--- src/design/assert_macros.svh ---
// Assertion macros shared by the design files.
// The including module must provide clk and rst_n (synchronous, active low).
`ifndef ASSERT_MACROS_SVH
`define ASSERT_MACROS_SVH

// Same-cycle implication, disabled while in reset.
`define TSPS_ASSERT_IMPL(label, ante, cons) \
  label: assert property (@(posedge clk) disable iff (!rst_n) (ante) |-> (cons)) \
    else $error("assertion failed");

// Next-cycle implication, disabled while in reset.
`define TSPS_ASSERT_NEXT(label, ante, cons) \
  label: assert property (@(posedge clk) disable iff (!rst_n) (ante) |=> (cons)) \
    else $error("assertion failed");

`endif

--- src/design/tsps_pkg.sv ---
// Package for the temperature sensor poll sequencer: widths, register indexes,
// sequencer state type, word structs and the whole-degree conversion.
// No dependencies.
package tsps_pkg;

  localparam int RX_W       = 8;
  localparam int TEMP_W     = 8;
  localparam int CNT_W      = 16;
  localparam int CFG_IDX_W  = 4;
  localparam int CFG_DATA_W = 16;

  localparam logic [CFG_IDX_W-1:0] CFG_IDX_DEVICE_ADDRESS = CFG_IDX_W'(0);
  localparam logic [CFG_IDX_W-1:0] CFG_IDX_ERROR_LIMIT    = CFG_IDX_W'(1);

  localparam logic [CNT_W-1:0] ERROR_LIMIT_RST = CNT_W'(2000);

  typedef enum logic [1:0] {
    ST_IDLE             = 2'd0,
    ST_TRIGGERED        = 2'd1,
    ST_TRIGGER_FINISHED = 2'd2,
    ST_TEMP_REQUESTED   = 2'd3
  } ctrl_state_t;

  typedef struct packed {
    logic            command_accepted;
    logic            result_ready;
    logic            bus_error;
    logic [RX_W-1:0] rx_high;
    logic [RX_W-1:0] rx_low;
  } poll_in_t;

  typedef struct packed {
    logic                     send_trigger;
    logic                     send_read;
    logic                     bus_reset;
    logic                     temp_valid;
    logic signed [TEMP_W-1:0] temperature;
  } poll_out_t;

  // Signed 16-bit word divided by 256, truncated toward zero. A negative word
  // with a nonzero low byte rounds up by one from the plain high byte.
  function automatic logic signed [TEMP_W-1:0] whole_degrees(
      input logic [RX_W-1:0] hi, input logic [RX_W-1:0] lo);
    logic [TEMP_W-1:0] h;
    h = hi;
    if (hi[RX_W-1] && (lo != '0)) begin
      h = hi + TEMP_W'(1);
    end
    return $signed(h);
  endfunction

endpackage

--- src/design/tsps_if.sv ---
// Channel interfaces of the poll sequencer: poll input, result and
// configuration write. Depends on tsps_pkg.
interface tsps_in_if import tsps_pkg::*; ();
  logic            valid;
  logic            ready;
  logic            command_accepted;
  logic            result_ready;
  logic            bus_error;
  logic [RX_W-1:0] rx_high;
  logic [RX_W-1:0] rx_low;

  modport source (output valid, output command_accepted, output result_ready,
                  output bus_error, output rx_high, output rx_low, input ready);
  modport sink   (input valid, input command_accepted, input result_ready,
                  input bus_error, input rx_high, input rx_low, output ready);
endinterface

interface tsps_out_if import tsps_pkg::*; ();
  logic                     valid;
  logic                     ready;
  logic                     send_trigger;
  logic                     send_read;
  logic                     bus_reset;
  logic                     temp_valid;
  logic signed [TEMP_W-1:0] temperature;

  modport source (output valid, output send_trigger, output send_read,
                  output bus_reset, output temp_valid, output temperature,
                  input ready);
  modport sink   (input valid, input send_trigger, input send_read,
                  input bus_reset, input temp_valid, input temperature,
                  output ready);
endinterface

interface tsps_cfg_if import tsps_pkg::*; ();
  logic                  valid;
  logic                  ready;
  logic [CFG_IDX_W-1:0]  index;
  logic [CFG_DATA_W-1:0] data;

  modport source (output valid, output index, output data, input ready);
  modport sink   (input valid, input index, input data, output ready);
endinterface

--- src/design/temp_sensor_poll_sequencer.sv ---
// Temperature sensor poll sequencer, top level.
// Depends on tsps_pkg, the channel interfaces in tsps_if.sv and assert_macros.svh.
//
// Usage:
//   in_chan carries one poll word per step: the bus status seen since the last
//   poll (command accepted, result ready, error) and the two received bytes.
//   out_chan returns exactly one result word per poll word, in order: the bus
//   requests (send_trigger, send_read, bus_reset) and, after a good read,
//   temp_valid with the temperature in whole degrees.
//   cfg_chan writes the registers: index 0 is the sensor bus address (taken
//   by the bus side, it has no effect on the result words), index 1 is the
//   error limit. cfg_chan is always ready; write only while the block is idle.
//   A poll word loads the input register at its accepting edge; the sequencer
//   update runs and the result register loads once the result register is
//   empty or being taken. One word per cycle is sustained while the receiver
//   takes each result; the only loop is the sequencer state and error count.
//   When the receiver stalls, the result register holds and the input
//   register fills; in_chan.ready drops only when both are full.
//   Synchronous reset puts the sequencer in idle, clears the error count,
//   sets the error limit to 2000 and empties both registers.
module temp_sensor_poll_sequencer import tsps_pkg::*; (
  input  logic clk,
  input  logic rst_n,
  tsps_in_if.sink    in_chan,
  tsps_out_if.source out_chan,
  tsps_cfg_if.sink   cfg_chan
);

`include "assert_macros.svh"

  logic        s1_valid_r;
  poll_in_t    s1_r;
  logic        out_valid_r;
  poll_out_t   out_r;
  ctrl_state_t st_r, st_nxt;
  logic [CNT_W-1:0] err_cnt_r, err_cnt_nxt;
  logic [CNT_W-1:0] err_limit_r;
  poll_out_t   res_nxt;
  logic        advance;
  logic        in_fire;
  logic [CNT_W:0] err_inc;

  // The input word moves on when the result register is empty or being taken.
  assign advance        = s1_valid_r && (!out_valid_r || out_chan.ready);
  assign in_chan.ready  = !s1_valid_r || advance;
  assign in_fire        = in_chan.valid && in_chan.ready;
  assign cfg_chan.ready = 1'b1;

  always_ff @(posedge clk) begin
    if (!rst_n) begin
      s1_valid_r <= 1'b0;
    end else if (in_chan.ready) begin
      s1_valid_r <= in_chan.valid;
    end
  end

  always_ff @(posedge clk) begin
    if (in_fire) begin
      s1_r.command_accepted <= in_chan.command_accepted;
      s1_r.result_ready     <= in_chan.result_ready;
      s1_r.bus_error        <= in_chan.bus_error;
      s1_r.rx_high          <= in_chan.rx_high;
      s1_r.rx_low           <= in_chan.rx_low;
    end
  end

  // The address register lives on the bus side; only the limit is kept here.
  always_ff @(posedge clk) begin
    if (!rst_n) begin
      err_limit_r <= ERROR_LIMIT_RST;
    end else if (cfg_chan.valid && (cfg_chan.index == CFG_IDX_ERROR_LIMIT)) begin
      err_limit_r <= cfg_chan.data[CNT_W-1:0];
    end
  end

  always_ff @(posedge clk) begin
    if (!rst_n) begin
      st_r      <= ST_IDLE;
      err_cnt_r <= '0;
    end else if (advance) begin
      st_r      <= st_nxt;
      err_cnt_r <= err_cnt_nxt;
    end
  end

  // Compared at 17 bits so a count at the top of its range cannot wrap.
  assign err_inc = {1'b0, err_cnt_r} + (CNT_W+1)'(1);

  always_comb begin
    st_nxt      = st_r;
    err_cnt_nxt = err_cnt_r;
    res_nxt     = '0;
    case (st_r)
      ST_IDLE: begin
        res_nxt.send_trigger = 1'b1;
        if (s1_r.command_accepted) begin
          st_nxt = ST_TRIGGERED;
        end
      end
      ST_TRIGGERED: begin
        if (s1_r.result_ready) begin
          if (s1_r.bus_error) begin
            st_nxt = ST_IDLE;
            if (err_inc > {1'b0, err_limit_r}) begin
              res_nxt.bus_reset = 1'b1;
              err_cnt_nxt       = '0;
            end else begin
              err_cnt_nxt = err_inc[CNT_W-1:0];
            end
          end else begin
            st_nxt      = ST_TRIGGER_FINISHED;
            err_cnt_nxt = '0;
          end
        end
      end
      ST_TRIGGER_FINISHED: begin
        res_nxt.send_read = 1'b1;
        if (s1_r.command_accepted) begin
          st_nxt = ST_TEMP_REQUESTED;
        end
      end
      ST_TEMP_REQUESTED: begin
        if (s1_r.result_ready) begin
          if (s1_r.bus_error) begin
            st_nxt = ST_TRIGGER_FINISHED;
          end else begin
            res_nxt.temp_valid  = 1'b1;
            res_nxt.temperature = whole_degrees(s1_r.rx_high, s1_r.rx_low);
            st_nxt              = ST_IDLE;
          end
        end
      end
      default: begin
        st_nxt = ST_IDLE;
      end
    endcase
  end

  always_ff @(posedge clk) begin
    if (!rst_n) begin
      out_valid_r <= 1'b0;
    end else if (advance) begin
      out_valid_r <= 1'b1;
    end else if (out_chan.ready) begin
      out_valid_r <= 1'b0;
    end
  end

  always_ff @(posedge clk) begin
    if (advance) begin
      out_r <= res_nxt;
    end
  end

  assign out_chan.valid        = out_valid_r;
  assign out_chan.send_trigger = out_r.send_trigger;
  assign out_chan.send_read    = out_r.send_read;
  assign out_chan.bus_reset    = out_r.bus_reset;
  assign out_chan.temp_valid   = out_r.temp_valid;
  assign out_chan.temperature  = out_r.temperature;

  `TSPS_ASSERT_NEXT(a_state_holds_without_word, !advance, $stable(st_r) && $stable(err_cnt_r))
  `TSPS_ASSERT_NEXT(a_reset_pulse_clears_count, advance && res_nxt.bus_reset, err_cnt_r == '0)
  `TSPS_ASSERT_NEXT(a_read_wait_holds,
      advance && (st_r == ST_TEMP_REQUESTED) && !s1_r.result_ready,
      st_r == ST_TEMP_REQUESTED)
  `TSPS_ASSERT_IMPL(a_temp_excludes_requests, out_valid_r && out_r.temp_valid,
      !out_r.send_trigger && !out_r.send_read && !out_r.bus_reset)

endmodule
--- src/flat_wrapper.sv ---
// flat-port wrapper written by rule: the top's interface ports become plain ports
module temp_sensor_poll_sequencer_flat import tsps_pkg::*;
  (clk, rst_n, in_chan_valid, in_chan_command_accepted, in_chan_result_ready, in_chan_bus_error, in_chan_rx_high, in_chan_rx_low, in_chan_ready, out_chan_valid, out_chan_send_trigger, out_chan_send_read, out_chan_bus_reset, out_chan_temp_valid, out_chan_temperature, out_chan_ready, cfg_chan_valid, cfg_chan_index, cfg_chan_data, cfg_chan_ready);
  tsps_in_if in_chan_i ();
  tsps_out_if out_chan_i ();
  tsps_cfg_if cfg_chan_i ();
  input  logic clk;
  input  logic rst_n;
  input wire logic [$bits(in_chan_i.valid)-1:0] in_chan_valid;
  input wire logic [$bits(in_chan_i.command_accepted)-1:0] in_chan_command_accepted;
  input wire logic [$bits(in_chan_i.result_ready)-1:0] in_chan_result_ready;
  input wire logic [$bits(in_chan_i.bus_error)-1:0] in_chan_bus_error;
  input wire logic [$bits(in_chan_i.rx_high)-1:0] in_chan_rx_high;
  input wire logic [$bits(in_chan_i.rx_low)-1:0] in_chan_rx_low;
  output wire logic [$bits(in_chan_i.ready)-1:0] in_chan_ready;
  output wire logic [$bits(out_chan_i.valid)-1:0] out_chan_valid;
  output wire logic [$bits(out_chan_i.send_trigger)-1:0] out_chan_send_trigger;
  output wire logic [$bits(out_chan_i.send_read)-1:0] out_chan_send_read;
  output wire logic [$bits(out_chan_i.bus_reset)-1:0] out_chan_bus_reset;
  output wire logic [$bits(out_chan_i.temp_valid)-1:0] out_chan_temp_valid;
  output wire logic [$bits(out_chan_i.temperature)-1:0] out_chan_temperature;
  input wire logic [$bits(out_chan_i.ready)-1:0] out_chan_ready;
  input wire logic [$bits(cfg_chan_i.valid)-1:0] cfg_chan_valid;
  input wire logic [$bits(cfg_chan_i.index)-1:0] cfg_chan_index;
  input wire logic [$bits(cfg_chan_i.data)-1:0] cfg_chan_data;
  output wire logic [$bits(cfg_chan_i.ready)-1:0] cfg_chan_ready;
  assign in_chan_i.valid = in_chan_valid;
  assign in_chan_i.command_accepted = in_chan_command_accepted;
  assign in_chan_i.result_ready = in_chan_result_ready;
  assign in_chan_i.bus_error = in_chan_bus_error;
  assign in_chan_i.rx_high = in_chan_rx_high;
  assign in_chan_i.rx_low = in_chan_rx_low;
  assign in_chan_ready = in_chan_i.ready;
  assign out_chan_valid = out_chan_i.valid;
  assign out_chan_send_trigger = out_chan_i.send_trigger;
  assign out_chan_send_read = out_chan_i.send_read;
  assign out_chan_bus_reset = out_chan_i.bus_reset;
  assign out_chan_temp_valid = out_chan_i.temp_valid;
  assign out_chan_temperature = out_chan_i.temperature;
  assign out_chan_i.ready = out_chan_ready;
  assign cfg_chan_i.valid = cfg_chan_valid;
  assign cfg_chan_i.index = cfg_chan_index;
  assign cfg_chan_i.data = cfg_chan_data;
  assign cfg_chan_ready = cfg_chan_i.ready;
  temp_sensor_poll_sequencer u_core (.clk(clk), .rst_n(rst_n), .in_chan(in_chan_i), .out_chan(out_chan_i), .cfg_chan(cfg_chan_i));
endmodule
--- config.mk ---
export PLATFORM = sky130hd
export DESIGN_NAME = temp_sensor_poll_sequencer_flat
export DESIGN_NICKNAME = d
export VERILOG_FILES = /design/src/design/tsps_pkg.sv /design/src/design/tsps_if.sv /design/src/design/temp_sensor_poll_sequencer.sv /design/src/flat_wrapper.sv
export VERILOG_INCLUDE_DIRS = /design/src /design/src/design
export SDC_FILE = /design/constraint.sdc
export NUM_CORES = 1
export LEC_CHECK = 0
export BUFFER_PORTS_ARGS = -buffer_cell sky130_fd_sc_hd__clkbuf_2
export CORE_AREA = 8 8 87 89
export CTS_BUF_LIST = sky130_fd_sc_hd__clkbuf_4 sky130_fd_sc_hd__clkbuf_8
export CTS_CLUSTER_SIZE = 10
export DETAILED_ROUTE_END_ITERATION = 12
export DIE_AREA = 0 0 95 97
export PLACE_DENSITY_LB_ADDON = 0.25
export SKIP_CTS_REPAIR_TIMING = 1
export SLEW_MARGIN = 20
export SYNTH_ARGS = -nofsm -noshare
export SYNTH_HDL_FRONTEND = slang
export SYNTH_SLANG_ARGS = --single-unit
--- constraint.sdc ---
create_clock -name clk -period 4.3 [get_ports clk]
set_input_delay 0.43 -clock clk [delete_from_list [all_inputs] [get_ports clk]]
set_output_delay 0.43 -clock clk [all_outputs]
set_load 0.1 [all_outputs]
==> results of run 1 <==
-- power breakdown --
part / switching, mW / total, mW / internal (mW) / leakage (nW)
sequential: 0.00869 / 0.695 / 0.686 / 0.589
clock: 0.237 / 0.516 / 0.279 / 0.0962
combinational: 0.0742 / 0.104 / 0.0300 / 0.815
total: 0.320 / 1.31 / 0.995 / 1.50
-- worst paths after layout --
path | start | depth (start not counted) | to | slack (ps)
setup / recovery | u_core.err_cnt_r[3] | 12 | u_core.err_cnt_r[9] | 650
hold / removal | in_chan_rx_low[7] | 1 | u_core.s1_r[7] | 250
setup reg to reg | u_core.err_cnt_r[3] | 12 | u_core.err_cnt_r[9] | 650
hold reg to reg | u_core.err_limit_r[1] | 2 | u_core.err_limit_r[1] | 470
-- per-layer routing --
| metal | vias to the layer above | routed length, µm | GRT usage |
|---|---|---|---|
| met4 | 0 | 124 | 0.0757 |
| met5 | - | 0 | 0 |
| met2 | 56 | 2730 | 0.212 |
| met1 | 1117 | 3180 | 0.201 |
| met3 | 9 | 350 | 0.0410 |
| li1 | 1299 | - | - |
-- registers in the layout, summed over array words and instances (netlist names) --
| name | count |
|---|---|
| u_core.out_chan.temperature | 8 |
| u_core.out_chan.send_read | 1 |
| u_core.out_chan.bus_reset | 1 |
| u_core.err_cnt_r | 16 |
| u_core.out_chan.send_trigger | 1 |
| u_core.s1_valid_r | 1 |
| u_core.err_limit_r | 16 |
| u_core.out_chan.temp_valid | 1 |
| u_core.s1_r | 19 |
| u_core.out_chan.valid | 1 |
| u_core.st_r | 2 |
-- layout make-up --
type	count	area (µm²)
fillers	527	2360
flip-flops and latches	67	1650
multi-input cells	236	1530
repair buffers	57	285
clock buffers	11	139
well taps	77	96.3
inverters	23	86.3
clock inverters	5	55.1
-- cell usage in the layout (no fill, tap or decap), types with 4 or more instances in the layout --
| cell | netlist | layout |
|---|---|---|
| a21oi_1 | 10 | 10 |
| xor2_1 | 9 | 9 |
| ha_1 | 18 | 18 |
| edfxtp_1 | 31 | 31 |
| xnor2_1 | 11 | 11 |
| a21boi_0 | 12 | 12 |
| nand3_1 | 8 | 8 |
| dfxtp_1 | 36 | 36 |
| clkbuf_2 | 0 | 57 |
| clkbuf_8 | 0 | 9 |
| inv_1 | 23 | 23 |
| o21ai_0 | 18 | 18 |
| nand2_1 | 60 | 60 |
| nand4_1 | 9 | 9 |
| nor2b_1 | 4 | 4 |
| nor2_1 | 21 | 21 |
| o211ai_1 | 8 | 8 |
-- kinds of logic (layout without fill, tap and decap cells) --
group | after synthesis | count (layout) | share of synthesized area
and+or+nand+nor | 134 | 134 | 0.212
AOI/OAI and AO/OA | 62 | 62 | 0.122
buffers and inverters | 34 | 96 | 0.0462
xor gates and xnor gates | 20 | 20 | 0.0526
adders and majority gates | 18 | 18 | 0.0676
DFF | 67 | 67 | 0.496
other | 1 | 1 | 0.00113
muxes | 1 | 1 | 0.00300
-- through the flow --
| step | worst slack, ps | cells | util | hold slack, ps |
|---|---|---|---|---|
| 2_1_floorplan | 1030 | 337 | - | 443 |
| 3_5_place_dp | 683 | 460 | 0.588 | 463 |
| 4_1_cts | 652 | 476 | 0.619 | 240 |
| 6_report | 652 | 476 | 0.619 | 252 |
| 3_3_place_gp | 808 | 460 | 0.588 | 457 |
| 5_1_grt | 333 | 476 | 0.619 | 234 |
==> flow_metrics.tcl, run 1 <==
set metrics [dict create \
    drv_slew 0 \
    antenna_found_initial 0 \
    cp_data_arrival_time_ps 3920 \
    rsz0062_at_grt "no" \
    diodes 0 \
    portBuffers 57 \
    worst_skew_pair.late_latency_ps 350 \
    drive_gt1_frac 0.223 \
    viasPerCell 5.21 \
    powerDensity_nw_per_um2 342 \
    cts_tree "done" \
    die-area_um2 9220 \
    ys_top_cells_by_count "60 x nand2_1, 36 x dfxtp_1, 31 x edfxtp_1" \
    grt_pass1_vias 2467 \
    final_nets 456 \
    routed_wl_mm 6.39 \
    hp-class "input port to flop" \
    synthCells 337 \
    wl_per_cell_um 13.4 \
    gp_congestion 0.832 \
    ioPinCount 59 \
    route.detailed.drc 0 \
    maxCapViolCount 0 \
    path_cells "nand4_1 > or4_4 > nor2_4 > nand4_1 > xnor2_1 > ha_1 > nand3_1 > or4_4 > o21bai_1 > o221a_2 > nand3_4 > o21ai_0" \
    cts_max_level 3 \
    crit_path_top_delay_cell "or4_4" \
    critPathLaunchType "flop" \
    grt_pass1_wl_mm 10.9 \
    ctsLongestPathBuffers 2 \
    crit_buf_inv 0 \
    synth_top_area_share 0.279 \
    cp_max_fo 10 \
    synthTopCellsByArea "edfxtp_1 28%, dfxtp_1 22%, ha_1 6.8%" \
    area_growth_pct 15.2 \
    clock-sinks 67 \
    critical-path-top-delay-family "simple AND/OR/NAND/NOR gates" \
    design_area_um2 3840 \
    status "finished clean" \
    syn_avg_cell_area_um2 9.89 \
    synth_warnings 0 \
    tightest_slew_ps 952 \
    totalNegativeSetupSlack_ps 0 \
    hold_viol 0 \
    vias 2481 \
    worstSetupPathType "flop to flop" \
    ys_types 57 \
    core_um2 6200 \
    cts_made_buffers 9 \
    ctsRootBufferMaster "clkbuf_8" \
    p_leak_nw 1.50 \
    dp.final_hpwl_mm 4.77 \
    peakVddDrop_mv 0.266 \
    grtUsageTotal 0.149 \
    syn-num-nets 399 \
    cp-end-kind "flop" \
    start_util 0.537 \
    syn_area_um2 3330 \
    die_width_um 95 \
    rows 29 \
    finalCritPeriodShare 0.848 \
    synth-edff-count 31 \
    synth_flop_cell "dfxtp_1" \
    synth-async-reset-ratio 0 \
    dieHeight_um 97 \
    clk_pin_slew_worst_paths_ps 70 \
    drt_iter0_drc 141 \
    synth_top_area_cell "edfxtp_1" \
    setup_viol 0 \
    place_area_um2 3650 \
    period_minus_slack_ps 3650 \
    ys_seq_elements 67 \
    power_mw 1.31 \
    fmax_mhz 274 \
    cp.required_ps 4570 \
    grt.overflow.total 0 \
    fin_skew_ps 7.69 \
    cpPeakStageDelay_ps 580 \
    yosysMostFrequentCell "nand2_1" \
    relSlewSlack 0.365 \
    synth-seq-area-share 0.496 \
    grt_max_degree 41 \
    antenna_left 0 \
    first_pass_iters 4 \
]
Note: power is estimated with default switching activity, not from simulation.
==> run 2: changes to the inputs <==
==> constraint.sdc (replaced) <==
create_clock -name clk -period 3.8 [get_ports clk]
set_input_delay 0.38 -clock clk [delete_from_list [all_inputs] [get_ports clk]]
set_output_delay 0.38 -clock clk [all_outputs]
set_load 0.1 [all_outputs]
==> run 2 against run 1 <==
  * Utilization is 0.50 points higher
  * Worst hold slack worse by 36 ps
  * Largest cell class unchanged
  * Die area stayed put
  * Via count is 1.5% higher
  * Combinational power is 15% higher
  * Power is 13% higher
==> flow_metrics.tcl, run 2 (synthesized netlist as in run 1, its figures left out) <==
set metrics [dict create \
    hold_end "u_core.s1_r[2]" \
    hp-class "input port to flop" \
    grt_pass1_wl_mm 11.0 \
    power_frac_seq 0.530 \
    p_clk_frac 0.389 \
    route.detailed.drc 0 \
    vias 2519 \
    die-area_um2 9220 \
    dieHeight_um 97 \
    largest_reg_flops 19 \
    fin_skew_ps 7.10 \
    worst_skew_pair.late_latency_ps 330 \
    ioPinCount 59 \
    final_common_cell "nand2_1" \
    maxCapViolCount 0 \
    min_path_cells 1 \
    post-place-ws_ps 174 \
    grt.overflow.total 0 \
    drt_iter0_drc 144 \
    rows 29 \
    area_growth_pct 16.2 \
    antenna_left 0 \
    dp.final_hpwl_mm 4.81 \
    status "finished clean" \
    fmax_mhz 280 \
    hold_viol 0 \
    fillers 524 \
    start_util 0.537 \
    clk_pin_slew_worst_paths_ps 70 \
    drv_slew 0 \
    rrSetupSlack_ps 230 \
    ctsLongestPathBuffers 2 \
    cp.required_ps 4060 \
    largest_registers "u_core.s1_r x19, u_core.err_cnt_r x16, u_core.err_limit_r x16" \
    final_nets 459 \
    final_util 0.624 \
    clock-sinks 67 \
    peakVddDrop_mv 0.253 \
    totalNegativeSetupSlack_ps 0 \
    final_cell_mix "60 x nand2_1, 57 x clkbuf_2, 33 x dfxtp_1" \
    p_int_mw 1.13 \
    grt_max_degree 41 \
    die_width_um 95 \
    grt_pass1_vias 2548 \
    cts_max_level 3 \
    whs_ps 215 \
    portBuffers 57 \
    diodes 0 \
    min_from "in_chan_rx_low[2]" \
    ctsRootBufferMaster "clkbuf_8" \
    setup_ws_ps 228 \
    grtUsageTotal 0.147 \
    rr_worst_depth 13 \
    drive_gt1_frac 0.239 \
    gp_congestion 0.832 \
    p_switching_mw 0.356 \
    r2r-end "u_core.err_cnt_r[1]" \
    antenna_found_initial 0 \
    setup_viol 0 \
    routed_wl_mm 6.56 \
    tightest_slew_ps 968 \
    critPathLaunchType "flop" \
    finalCritPeriodShare 0.940 \
    cts_made_buffers 9 \
    cp-end-kind "flop" \
    wl_per_cell_um 13.7 \
    p_leak_nw 1.52 \
    cts_tree "done" \
    period_minus_slack_ps 3570 \
    viasPerCell 5.26 \
    swShare 0.240 \
    combPwrFrac 0.081 \
    first_pass_iters 4 \
    cp_data_arrival_time_ps 3830 \
    powerDensity_nw_per_um2 383 \
    reg2reg_from "u_core.err_cnt_r[5]" \
    relSlewSlack 0.354 \
    core_um2 6200 \
    cp_max_fo 5 \
    regMostFlops "u_core.s1_r" \
    worstSetupPathType "flop to flop" \
]
[run 2: area by class of cell]
type,instances,area (µm²),share of cell area
repair buffers,60,308,0.0795
inverters,23,86.3,0.0223
clock buffers,11,139,0.0359
multi-input cells,236,1530,0.396
well taps,77,96.3,0.0249
clock inverters,5,55.1,0.0142
flip-flops and latches,67,1660,0.428
[run 2: stage by stage]
step	cells	instance area (µm²)	power [mW]
2_1_floorplan	337	3330	0.887
3_3_place_gp	460	3650	0.919
3_5_place_dp	460	3650	0.922
4_1_cts	476	3840	1.50
5_1_grt	479	3870	1.53
6_report	479	3870	1.48
[run 2: routing by layer]
layer | part of all wire | vias to the layer above | GRT usage
li1 | - | 1305 | -
met1 | 0.49 | 1135 | 0.196
met2 | 0.44 | 69 | 0.216
met3 | 0.058 | 10 | 0.0371
met4 | 0.017 | 0 | 0.0721
met5 | 0 | - | 0
[run 2: power by group through the flow]
| stage | logic [mW] | clock network, mW | registers, mW |
|---|---|---|---|
| 2_1_floorplan | 0.0478 | 0 | 0.839 |
| 3_3_place_gp | 0.117 | 0 | 0.802 |
| 3_5_place_dp | 0.118 | 0 | 0.803 |
| 4_1_cts | 0.119 | 0.590 | 0.787 |
| 5_1_grt | 0.129 | 0.616 | 0.789 |
| 6_report | 0.120 | 0.577 | 0.787 |
[run 2: worst max-delay path by stage]
stage          slack [ps]           startpoint  cells after the start              endpoint
6_report              230  u_core.err_cnt_r[5]                     13   u_core.err_cnt_r[1]
5_1_grt               -50  u_core.err_cnt_r[5]                     13   u_core.err_cnt_r[1]
4_1_cts               150  u_core.err_cnt_r[3]                     12   u_core.err_cnt_r[9]
3_5_place_dp          170  u_core.err_cnt_r[3]                     12   u_core.err_cnt_r[9]
3_3_place_gp          310  u_core.err_cnt_r[3]                     12  u_core.err_cnt_r[11]
2_1_floorplan         530  u_core.err_cnt_r[3]                     13  u_core.err_cnt_r[11]
[run 2: worst max-delay path, stage by stage, from the launching register on]
cell	delay, ps
dfxtp_1	380
nand4_1	190
or4_4	560
nor2_4	160
nand4_1	180
xnor2_1	180
ha_1	320
nand3_1	130
or4_4	510
o21bai_1	140
o221a_2	310
buf_4	170
nand4_1	80
a21boi_0	180
